==> config.mk <==
export PLATFORM = sky130hd
export DESIGN_NAME = gaussian_rbf_activation
export DESIGN_NICKNAME = d
export VERILOG_FILES = /design/src/hw/rtl/grbf_pkg.sv /design/src/hw/rtl/gaussian_rbf_activation.sv /design/src/hw/rtl/grbf_ctrl.sv /design/src/hw/rtl/grbf_datapath.sv
export SDC_FILE = /design/constraint.sdc
export NUM_CORES = 2
export LEC_CHECK = 0
export BUFFER_PORTS_ARGS = -buffer_cell sky130_fd_sc_hd__buf_2
export CAP_MARGIN = 0
export CORE_MARGIN = 10
export CORE_UTILIZATION = 60
export CTS_BUF_LIST = sky130_fd_sc_hd__clkbuf_4 sky130_fd_sc_hd__clkbuf_8
export CTS_CLUSTER_SIZE = 28
export DETAILED_ROUTE_END_ITERATION = 12
export GPL_TIMING_DRIVEN = 0
export PLACE_DENSITY = 0.83
export SLEW_MARGIN = 10
export SYNTH_ARGS = -nofsm -noshare
export SYNTH_HDL_FRONTEND = slang
export SYNTH_HIERARCHICAL = 1
export SYNTH_SLANG_ARGS = --single-unit
==> constraint.sdc <==
create_clock -name clk -period 14 [get_ports clk]
set_clock_uncertainty 0.2 [all_clocks]
set_input_delay 0 -clock clk [delete_from_list [all_inputs] [get_ports clk]]
set_output_delay 0 -clock clk [all_outputs]
set_load 0.05 [all_outputs]
==> src/hw/rtl/grbf_pkg.sv <==
// ----------------------------------------------------------------------------
// grbf_pkg
// Shared types and constants for the Gaussian radial basis activation block.
// ----------------------------------------------------------------------------
package grbf_pkg;

  // Default fraction width of the Q8.n inputs and of the distance sum
  localparam int FRAC_BITS_DEF = 16;

  localparam int FIELD_W = 24;
  localparam int SUM_W   = 48;
  localparam int ACT_W   = 17;

  // Two quotient bits per divider cycle over a 48-bit dividend
  localparam int DIV_STEPS = SUM_W / 2;
  localparam int SQUARINGS = 8;
  localparam int CTR_W     = $clog2(DIV_STEPS);

  // floor(n/3) = (n * RECIP3) >> RECIP_SHIFT, exact for n < 2^19
  localparam logic [31:0] RECIP3      = 32'd349526;
  localparam int          RECIP_SHIFT = 20;

  localparam logic [31:0] ONE_Q31 = 32'h8000_0000;
  localparam logic [ACT_W-1:0] ONE_OUT = 17'd65536;

  typedef struct packed {
    logic signed [FIELD_W-1:0] x_value;
    logic signed [FIELD_W-1:0] center_value;
    logic        [FIELD_W-1:0] variance;
    logic                      last_dim;
  } grbf_in_t;

  typedef struct packed {
    logic [ACT_W-1:0] activation;
    logic             sum_saturated;
  } grbf_out_t;

  // Operand selection of the shared multiplier
  typedef enum logic [2:0] {
    MS_MAG = 3'd0,  // mag * mag
    MS_UU  = 3'd1,  // u * u
    MS_PU  = 3'd2,  // (prod >> 31) * u
    MS_D6  = 3'd3,  // (u3 >> 1) * RECIP3
    MS_D24 = 3'd4,  // (u4 >> 3) * RECIP3
    MS_PP  = 3'd5   // p * p
  } grbf_mul_sel_t;

  typedef struct packed {
    logic          load_in;
    logic          mul_en;
    grbf_mul_sel_t mul_sel;
    logic          div_load;
    logic          div_step;
    logic          acc;
    logic          exp_u;
    logic          cap_u2;
    logic          cap_u3;
    logic          cap_u4;
    logic          cap_t6;
    logic          poly;
    logic          sq_rnd;
    logic          out_load;
  } grbf_cmd_t;

  typedef struct packed {
    logic last;
    logic underflow;
    logic out_free;
  } grbf_status_t;

endpackage

==> src/hw/rtl/gaussian_rbf_activation.sv <==
// ----------------------------------------------------------------------------
// gaussian_rbf_activation
// Gaussian radial basis activation over a vector fed one dimension per
// transaction; emits exp(-sum/2) in Q1.16 after the last dimension.
// ----------------------------------------------------------------------------
//  channel  | direction | handshake                   | payload
//  ---------+-----------+-----------------------------+-----------------------
//  item     | in        | item_valid / item_ready     | grbf_in_t  (x, c, var,
//           |           |                             |             last_dim)
//  result   | out       | result_valid / result_ready | grbf_out_t (activation,
//           |           |                             |             sum_saturated)
//
//  Per dimension: capture, square, divide (two quotient bits per step),
//    accumulate; the last dimension adds the exp sequence, all on the one
//    shared 32x32 multiplier, or skips the series and squaring on underflow.
//  One transaction is worked on at a time; item_ready is high only when idle.
//  The result register lets the next vector start while a result waits;
//    the block holds before loading a new result until the old one is taken.
//  Reset (rst, synchronous) clears the sum, the saturation flag and the
//    result valid; no clearing pass.
// ----------------------------------------------------------------------------
module gaussian_rbf_activation #(
  parameter int FRAC_BITS = grbf_pkg::FRAC_BITS_DEF
) (
  input  logic                clk,
  input  logic                rst,
  input  logic                item_valid,
  output logic                item_ready,
  input  grbf_pkg::grbf_in_t  item,
  output logic                result_valid,
  input  logic                result_ready,
  output grbf_pkg::grbf_out_t result
);
  import grbf_pkg::*;

  // command and status between sequencer and datapath
  grbf_cmd_t    cmd;
  grbf_status_t status;

  grbf_ctrl u_ctrl (
    .clk        (clk),
    .rst        (rst),
    .item_valid (item_valid),
    .item_ready (item_ready),
    .status     (status),
    .cmd        (cmd)
  );

  // datapath holds the running sum, divider, exp registers and result reg
  grbf_datapath #(
    .FRAC_BITS (FRAC_BITS)
  ) u_datapath (
    .clk          (clk),
    .rst          (rst),
    .item         (item),
    .cmd          (cmd),
    .status       (status),
    .result_valid (result_valid),
    .result_ready (result_ready),
    .result       (result)
  );

endmodule

==> src/hw/rtl/grbf_ctrl.sv <==
// ----------------------------------------------------------------------------
// grbf_ctrl
// Sequencer: item capture, square, divide, accumulate, then the exp sequence on
// the last dimension and the result load.
// ----------------------------------------------------------------------------
module grbf_ctrl (
  input  logic                  clk,
  input  logic                  rst,
  input  logic                  item_valid,
  output logic                  item_ready,
  input  grbf_pkg::grbf_status_t status,
  output grbf_pkg::grbf_cmd_t    cmd
);
  import grbf_pkg::*;

  typedef enum logic [13:0] {
    S_IDLE = 14'b00000000000001,
    S_SQR  = 14'b00000000000010,
    S_DIV  = 14'b00000000000100,
    S_ACC  = 14'b00000000001000,
    S_EXPU = 14'b00000000010000,
    S_M1   = 14'b00000000100000,
    S_M2   = 14'b00000001000000,
    S_M3   = 14'b00000010000000,
    S_M4   = 14'b00000100000000,
    S_M5   = 14'b00001000000000,
    S_POLY = 14'b00010000000000,
    S_SQM  = 14'b00100000000000,
    S_RND  = 14'b01000000000000,
    S_OUT  = 14'b10000000000000
  } grbf_state_t;

  grbf_state_t      state, state_next;
  logic [CTR_W-1:0] ctr, ctr_next;

  assign item_ready = (state == S_IDLE);

  always_comb begin
    state_next = state;
    ctr_next   = ctr;
    cmd        = '0;
    cmd.mul_sel = MS_MAG;
    case (state)
      S_IDLE: begin
        if (item_valid) begin
          cmd.load_in = 1'b1;
          state_next  = S_SQR;
        end
      end
      S_SQR: begin
        cmd.mul_sel  = MS_MAG;
        cmd.div_load = 1'b1;
        ctr_next     = '0;
        state_next   = S_DIV;
      end
      S_DIV: begin
        cmd.div_step = 1'b1;
        ctr_next     = ctr + 1'b1;
        if (ctr == CTR_W'(DIV_STEPS - 1)) begin
          state_next = S_ACC;
        end
      end
      S_ACC: begin
        cmd.acc    = 1'b1;
        state_next = status.last ? S_EXPU : S_IDLE;
      end
      S_EXPU: begin
        cmd.exp_u  = 1'b1;
        state_next = status.underflow ? S_OUT : S_M1;
      end
      S_M1: begin
        cmd.mul_en  = 1'b1;
        cmd.mul_sel = MS_UU;
        state_next  = S_M2;
      end
      S_M2: begin
        cmd.mul_en  = 1'b1;
        cmd.mul_sel = MS_PU;
        cmd.cap_u2  = 1'b1;
        state_next  = S_M3;
      end
      S_M3: begin
        cmd.mul_en  = 1'b1;
        cmd.mul_sel = MS_PU;
        cmd.cap_u3  = 1'b1;
        state_next  = S_M4;
      end
      S_M4: begin
        cmd.mul_en  = 1'b1;
        cmd.mul_sel = MS_D6;
        cmd.cap_u4  = 1'b1;
        state_next  = S_M5;
      end
      S_M5: begin
        cmd.mul_en  = 1'b1;
        cmd.mul_sel = MS_D24;
        cmd.cap_t6  = 1'b1;
        state_next  = S_POLY;
      end
      S_POLY: begin
        cmd.poly   = 1'b1;
        ctr_next   = '0;
        state_next = S_SQM;
      end
      S_SQM: begin
        cmd.mul_en  = 1'b1;
        cmd.mul_sel = MS_PP;
        state_next  = S_RND;
      end
      S_RND: begin
        cmd.sq_rnd = 1'b1;
        ctr_next   = ctr + 1'b1;
        state_next = (ctr == CTR_W'(SQUARINGS - 1)) ? S_OUT : S_SQM;
      end
      S_OUT: begin
        if (status.out_free) begin
          cmd.out_load = 1'b1;
          state_next   = S_IDLE;
        end
      end
      default: begin
        state_next = S_IDLE;
      end
    endcase
  end

  always_ff @(posedge clk) begin
    if (rst) begin
      state <= S_IDLE;
      ctr   <= '0;
    end else begin
      state <= state_next;
      ctr   <= ctr_next;
    end
  end

endmodule

==> src/hw/rtl/grbf_datapath.sv <==
// ----------------------------------------------------------------------------
// grbf_datapath
// Squared difference, two-bit-per-cycle divider, saturating sum, series exp
// with repeated squaring, and the result register.
// ----------------------------------------------------------------------------
module grbf_datapath #(
  parameter int FRAC_BITS = grbf_pkg::FRAC_BITS_DEF
) (
  input  logic                   clk,
  input  logic                   rst,
  input  grbf_pkg::grbf_in_t     item,
  input  grbf_pkg::grbf_cmd_t    cmd,
  output grbf_pkg::grbf_status_t status,
  output logic                   result_valid,
  input  logic                   result_ready,
  output grbf_pkg::grbf_out_t    result
);
  import grbf_pkg::*;

  localparam int UW_W = FRAC_BITS + 36;
  localparam logic [SUM_W-1:0] EXP_LIMIT = SUM_W'(24) << FRAC_BITS;

  // captured item
  logic [FIELD_W-1:0] mag;
  logic [FIELD_W-1:0] var_r;
  logic               last;

  // divider
  logic [FIELD_W-1:0] rem;
  logic [SUM_W-1:0]   quo;

  // accumulator
  logic [SUM_W-1:0] sum;
  logic             sat;

  // exp
  logic [26:0] u;
  logic [22:0] u2;
  logic [18:0] u3;
  logic [14:0] u4;
  logic [16:0] t6;
  logic [31:0] p;
  logic        zero_act;
  logic [63:0] prod;

  // ---- input capture ----
  logic signed [FIELD_W:0] diff;
  logic        [FIELD_W:0] diff_abs;
  assign diff     = {item.x_value[FIELD_W-1], item.x_value}
                  - {item.center_value[FIELD_W-1], item.center_value};
  assign diff_abs = diff[FIELD_W] ? (~diff + 1'b1) : diff;

  // ---- shared multiplier ----
  logic [31:0] mul_a, mul_b;
  logic [63:0] mul_out;

  always_comb begin
    case (cmd.mul_sel)
      MS_MAG: begin
        mul_a = {8'd0, mag};
        mul_b = {8'd0, mag};
      end
      MS_UU: begin
        mul_a = {5'd0, u};
        mul_b = {5'd0, u};
      end
      MS_PU: begin
        mul_a = prod[62:31];
        mul_b = {5'd0, u};
      end
      MS_D6: begin
        mul_a = {14'd0, u3[18:1]};
        mul_b = RECIP3;
      end
      MS_D24: begin
        mul_a = {20'd0, u4[14:3]};
        mul_b = RECIP3;
      end
      MS_PP: begin
        mul_a = p;
        mul_b = p;
      end
      default: begin
        mul_a = '0;
        mul_b = '0;
      end
    endcase
  end

  assign mul_out = mul_a * mul_b;

  // ---- divider: two restoring steps per cycle ----
  logic [FIELD_W:0]   r1, r2;
  logic               ge1, ge2;
  logic [FIELD_W-1:0] r1s, r2s;

  always_comb begin
    r1  = {rem, quo[SUM_W-1]};
    ge1 = (r1 >= {1'b0, var_r});
    r1s = ge1 ? FIELD_W'(r1 - {1'b0, var_r}) : r1[FIELD_W-1:0];
    r2  = {r1s, quo[SUM_W-2]};
    ge2 = (r2 >= {1'b0, var_r});
    r2s = ge2 ? FIELD_W'(r2 - {1'b0, var_r}) : r2[FIELD_W-1:0];
  end

  // ---- accumulate ----
  logic [SUM_W:0] sum_add;
  assign sum_add = {1'b0, sum} + {1'b0, quo};

  // ---- exp helpers ----
  logic [UW_W-1:0] u_wide;
  logic [32:0]     p_poly;
  logic [63:0]     p_rnd;
  logic [32:0]     act_rnd;
  logic [ACT_W-1:0] act;

  assign u_wide = {sum[FRAC_BITS+4:0], 31'd0} >> (FRAC_BITS + 9);
  assign p_poly = {1'b0, ONE_Q31} - {6'd0, u} + {11'd0, u2[22:1]}
                - {16'd0, t6} + {21'd0, prod[31:RECIP_SHIFT]};
  assign p_rnd   = prod + 64'h0000_0000_4000_0000;
  assign act_rnd = {1'b0, p} + 33'h0_0000_4000;
  assign act     = (act_rnd[32:15] > {1'b0, ONE_OUT}) ? ONE_OUT
                                                      : act_rnd[31:15];

  assign status.last      = last;
  assign status.underflow = (sum >= EXP_LIMIT);
  assign status.out_free  = !result_valid || result_ready;

  // payload registers
  always_ff @(posedge clk) begin
    if (cmd.load_in) begin
      mag   <= diff_abs[FIELD_W-1:0];
      var_r <= (item.variance == '0) ? FIELD_W'(1) : item.variance;
      last  <= item.last_dim;
    end
    if (cmd.div_load) begin
      quo <= mul_out[SUM_W-1:0];
      rem <= '0;
    end else if (cmd.div_step) begin
      quo <= {quo[SUM_W-3:0], ge1, ge2};
      rem <= r2s;
    end
    if (cmd.mul_en) begin
      prod <= mul_out;
    end
    if (cmd.exp_u) begin
      u        <= u_wide[26:0];
      zero_act <= (sum >= EXP_LIMIT);
    end
    if (cmd.cap_u2) u2 <= prod[53:31];
    if (cmd.cap_u3) u3 <= prod[49:31];
    if (cmd.cap_u4) u4 <= prod[45:31];
    if (cmd.cap_t6) t6 <= prod[36:RECIP_SHIFT];
    if (cmd.poly) begin
      p <= p_poly[31:0];
    end else if (cmd.sq_rnd) begin
      p <= p_rnd[62:31];
    end
    if (cmd.out_load) begin
      result.activation    <= zero_act ? '0 : act;
      result.sum_saturated <= sat;
    end
  end

  // control state: running sum, flag, result valid
  always_ff @(posedge clk) begin
    if (rst) begin
      sum          <= '0;
      sat          <= 1'b0;
      result_valid <= 1'b0;
    end else begin
      if (cmd.acc) begin
        if (sum_add[SUM_W]) begin
          sum <= '1;
          sat <= 1'b1;
        end else begin
          sum <= sum_add[SUM_W-1:0];
        end
      end else if (cmd.out_load) begin
        sum <= '0;
        sat <= 1'b0;
      end
      if (cmd.out_load) begin
        result_valid <= 1'b1;
      end else if (result_ready) begin
        result_valid <= 1'b0;
      end
    end
  end

endmodule
==> impl_metrics.env <==
export IMPL_status="completed"
export IMPL_slowest_stage="clkbuf_1"
export IMPL_critPathKind="register to register"
export IMPL_remaining_drc_errors=0
export IMPL_multi_input_area_sq_um=42700
export IMPL_die_height_um=331
export IMPL_cp_start_kind="register"
export IMPL_grt_max_degree=49
export IMPL_insertion_delay_ns=0.68
export IMPL_num_nets_final=8137
export IMPL_slew_viol_final=0
export IMPL_holdWs_ns=0.0392
export IMPL_start_util_pct=60.8
export IMPL_fillers=7634
export IMPL_gp_congestion=1.13
export IMPL_via_per_inst=6.43
export IMPL_core_region_area_sq_um=95400
export IMPL_cts_sinks=374
export IMPL_yosysUniqueCellTypes=96
export IMPL_hp_class="input pin to register"
export IMPL_first_pass_iters=10
export IMPL_vias=51643
export IMPL_synth_nets=7852
export IMPL_cts_made_buffers=66
export IMPL_max_stage_delay_ns=0.76
export IMPL_period_minus_slack_ns=13.80
export IMPL_worstPathRequired_ns=14.23
export IMPL_synth_seq_cells=374
export IMPL_rsz0062_at_grt="no"
export IMPL_async_flop_share_pct=0
export IMPL_clock_root_buffer="clkbuf_8"
export IMPL_final_cell_mix="inv_1 (1065), fa_1 (922), nor2_1 (802)"
export IMPL_min_period_over_period_pct=98.6
export IMPL_path_max_fanout=19
export IMPL_crit_path_end_kind="register"
export IMPL_cp_common_cell="fa_1"
export IMPL_fin_setup_tns_ns=0
export IMPL_final_common_cell="inv_1"
export IMPL_grt_overflow=0
export IMPL_yosysWarnings=6
export IMPL_relSlewSlack_pct=8.99
export IMPL_fin_util_pct=66.2
export IMPL_clk_pin_slew_ns=0.07
export IMPL_synth_cells=6418
export IMPL_cts_tree="done"
export IMPL_worstMarginPinSlew_ns=1.37
export IMPL_ant_nets=0
export IMPL_hold_viol=0
export IMPL_dieArea_sq_um=110000
export IMPL_synthToLayoutAreaGrowth_pct=8.98
export IMPL_synth_area_sq_um=58000
export IMPL_yosysSeqAreaShare_pct=17.8
export IMPL_maxCapViolations=0
export IMPL_fmax_ghz=0.0725
export IMPL_synth_ff_type="edfxtp_1"
export IMPL_rows=113
export IMPL_portBuffers=96
export IMPL_die_w_um=331
export IMPL_first_global_vias=52436
export IMPL_drtIter0Drc=6617
export IMPL_clockBufferDepth=3
export IMPL_ios=97
export IMPL_place_hpwl_um=176000
export IMPL_drt_wl_total_um=223000
export IMPL_register_area_sq_um=10300
export IMPL_postSynthAreaPerCell_sq_um=9.04
export IMPL_grt_first_pass_wirelength_um=329000
export IMPL_drive_above_1_share_pct=7.37
export IMPL_antenna_found_initial=14
export IMPL_routedWlPerCell_um=27.8
export IMPL_synth_edf_count=281
export IMPL_htreeDepth=3
export IMPL_crit_arrival_ns=14.03
export IMPL_setup_viol_count_final=0
export IMPL_grt_use_total_pct=40.8
==> routing by layer <==
layer	share of wire, %	vias up	track usage (%)
met2	42	4029	59.7
li1	-	21408	-
met1	33	24981	47.8
met5	0.11	-	0.222
met3	15	1209	17.5
met4	9.4	16	29.4
==> flip-flops by register name (all words and copies together) (netlist names), 12 cells and up <==
name	count
u_datapath/quo	48
u_datapath/sum	48
u_datapath/prod	43
u_datapath/p	32
u_datapath/mag	24
u_datapath/rem	24
u_datapath/var_r	24
u_datapath/u2	22
u_datapath/u	21
u_datapath/result	18
u_datapath/u3	18
u_datapath/t6	17
u_ctrl/state	14
u_datapath/u4	12
==> final cells by class <==
cell class,count,share of cell area [%]
Tap cell,1265,2.50
Sequential cell,374,16.3
Clock inverter,26,0.384
Inverter,1069,6.35
Buffer,340,2.25
Multi-Input combinational cell,4629,67.5
Clock buffer,93,1.81
Antenna cell,10,0.0396
Timing Repair Buffer,223,2.88
==> synth_stat cells (30+ instances only) <==
| cell | number | area share [%] |
|---|---|---|
| inv_1 | 1065 | 6.9 |
| fa_1 | 922 | 32 |
| nor2_1 | 803 | 5.2 |
| nand2_1 | 624 | 4.0 |
| ha_1 | 435 | 9.4 |
| clkbuf_1 | 321 | 2.1 |
| a21oi_1 | 292 | 2.5 |
| edfxtp_1 | 281 | 15 |
| a21o_1 | 161 | 2.1 |
| xnor2_1 | 144 | 2.2 |
| o21ai_0 | 142 | 1.2 |
| xor2_1 | 102 | 1.5 |
| dfxtp_1 | 93 | 3.2 |
| nand3_1 | 77 | 0.66 |
| mux2_2 | 60 | 1.2 |
| a211oi_1 | 58 | 0.75 |
| o21a_1 | 54 | 0.70 |
| nand4_1 | 44 | 0.47 |
| nor3_1 | 44 | 0.38 |
| and3_1 | 42 | 0.45 |
| a311oi_1 | 39 | 0.59 |
| a31oi_1 | 39 | 0.42 |
| a22oi_1 | 31 | 0.40 |
| nand2b_1 | 31 | 0.33 |
| o21bai_1 | 31 | 0.40 |
| nor2b_1 | 30 | 0.32 |
==> metrics by stage <==
step	std cells	worst slack, ns	area (sq um)
after global routing	8020	0.0186	63200
after floorplan	6418	3.32	58000
after global placement	7779	-1.90	60100
after CTS	8020	0.106	63000
after detailed placement	7809	-0.499	60600
final	8029	0.201	63200
==> path summary, 6_finish.rpt <==
kind / endpoint / cells past startpoint / start / slack, ns
max: u_datapath/quo[46]$_DFFE_PP_ / 33 / u_ctrl/state[13]$_SDFFE_PP0P_ / 0.20
min: u_datapath/mag[13]$_DFFE_PP_ / 5 / item[62] / 0.04
max reg2reg: u_datapath/quo[46]$_DFFE_PP_ / 33 / u_ctrl/state[13]$_SDFFE_PP0P_ / 0.20
min reg2reg: u_datapath/t6[2]$_DFFE_PP_ / 0 / u_datapath/prod[22]$_DFFE_PP_ / 0.27
==> logic make-up after synthesis <==
logic type	after synthesis	synth area share [%]
xor+xnor	247	3.76
fa+ha+maj	1357	41.2
simple gates	1862	14.0
buf+inv	1415	9.20
mux	90	1.75
flops	374	17.8
compound gates	1073	12.4
==> what timing repair did <==
item / CTS / global route
pin swaps: 0 / 2
setup endpoints to repair: 14 / 23
hold buffers: 93 / 0
endpoints found under the hold margin: 86 / 0
buffers inserted: 0 / 4
resized for setup: 15 / 173
==> worst max-delay path: cells and delay by family, from the launching register on <==
kind                     cells  cell delay [ns]
adder cells (fa/ha/maj)      9             4.55
flip-flops                   1             0.38
AND/OR/NAND/NOR              7             2.59
buffers and inverters        8             2.71
XOR/XNOR                     1             0.26
multiplexers                 1             0.34
AO/OA/AOI/OAI                7             2.48
Power is not shown: default switching activity piles up to over one toggle a cycle in this logic, so the estimate is an artifact.
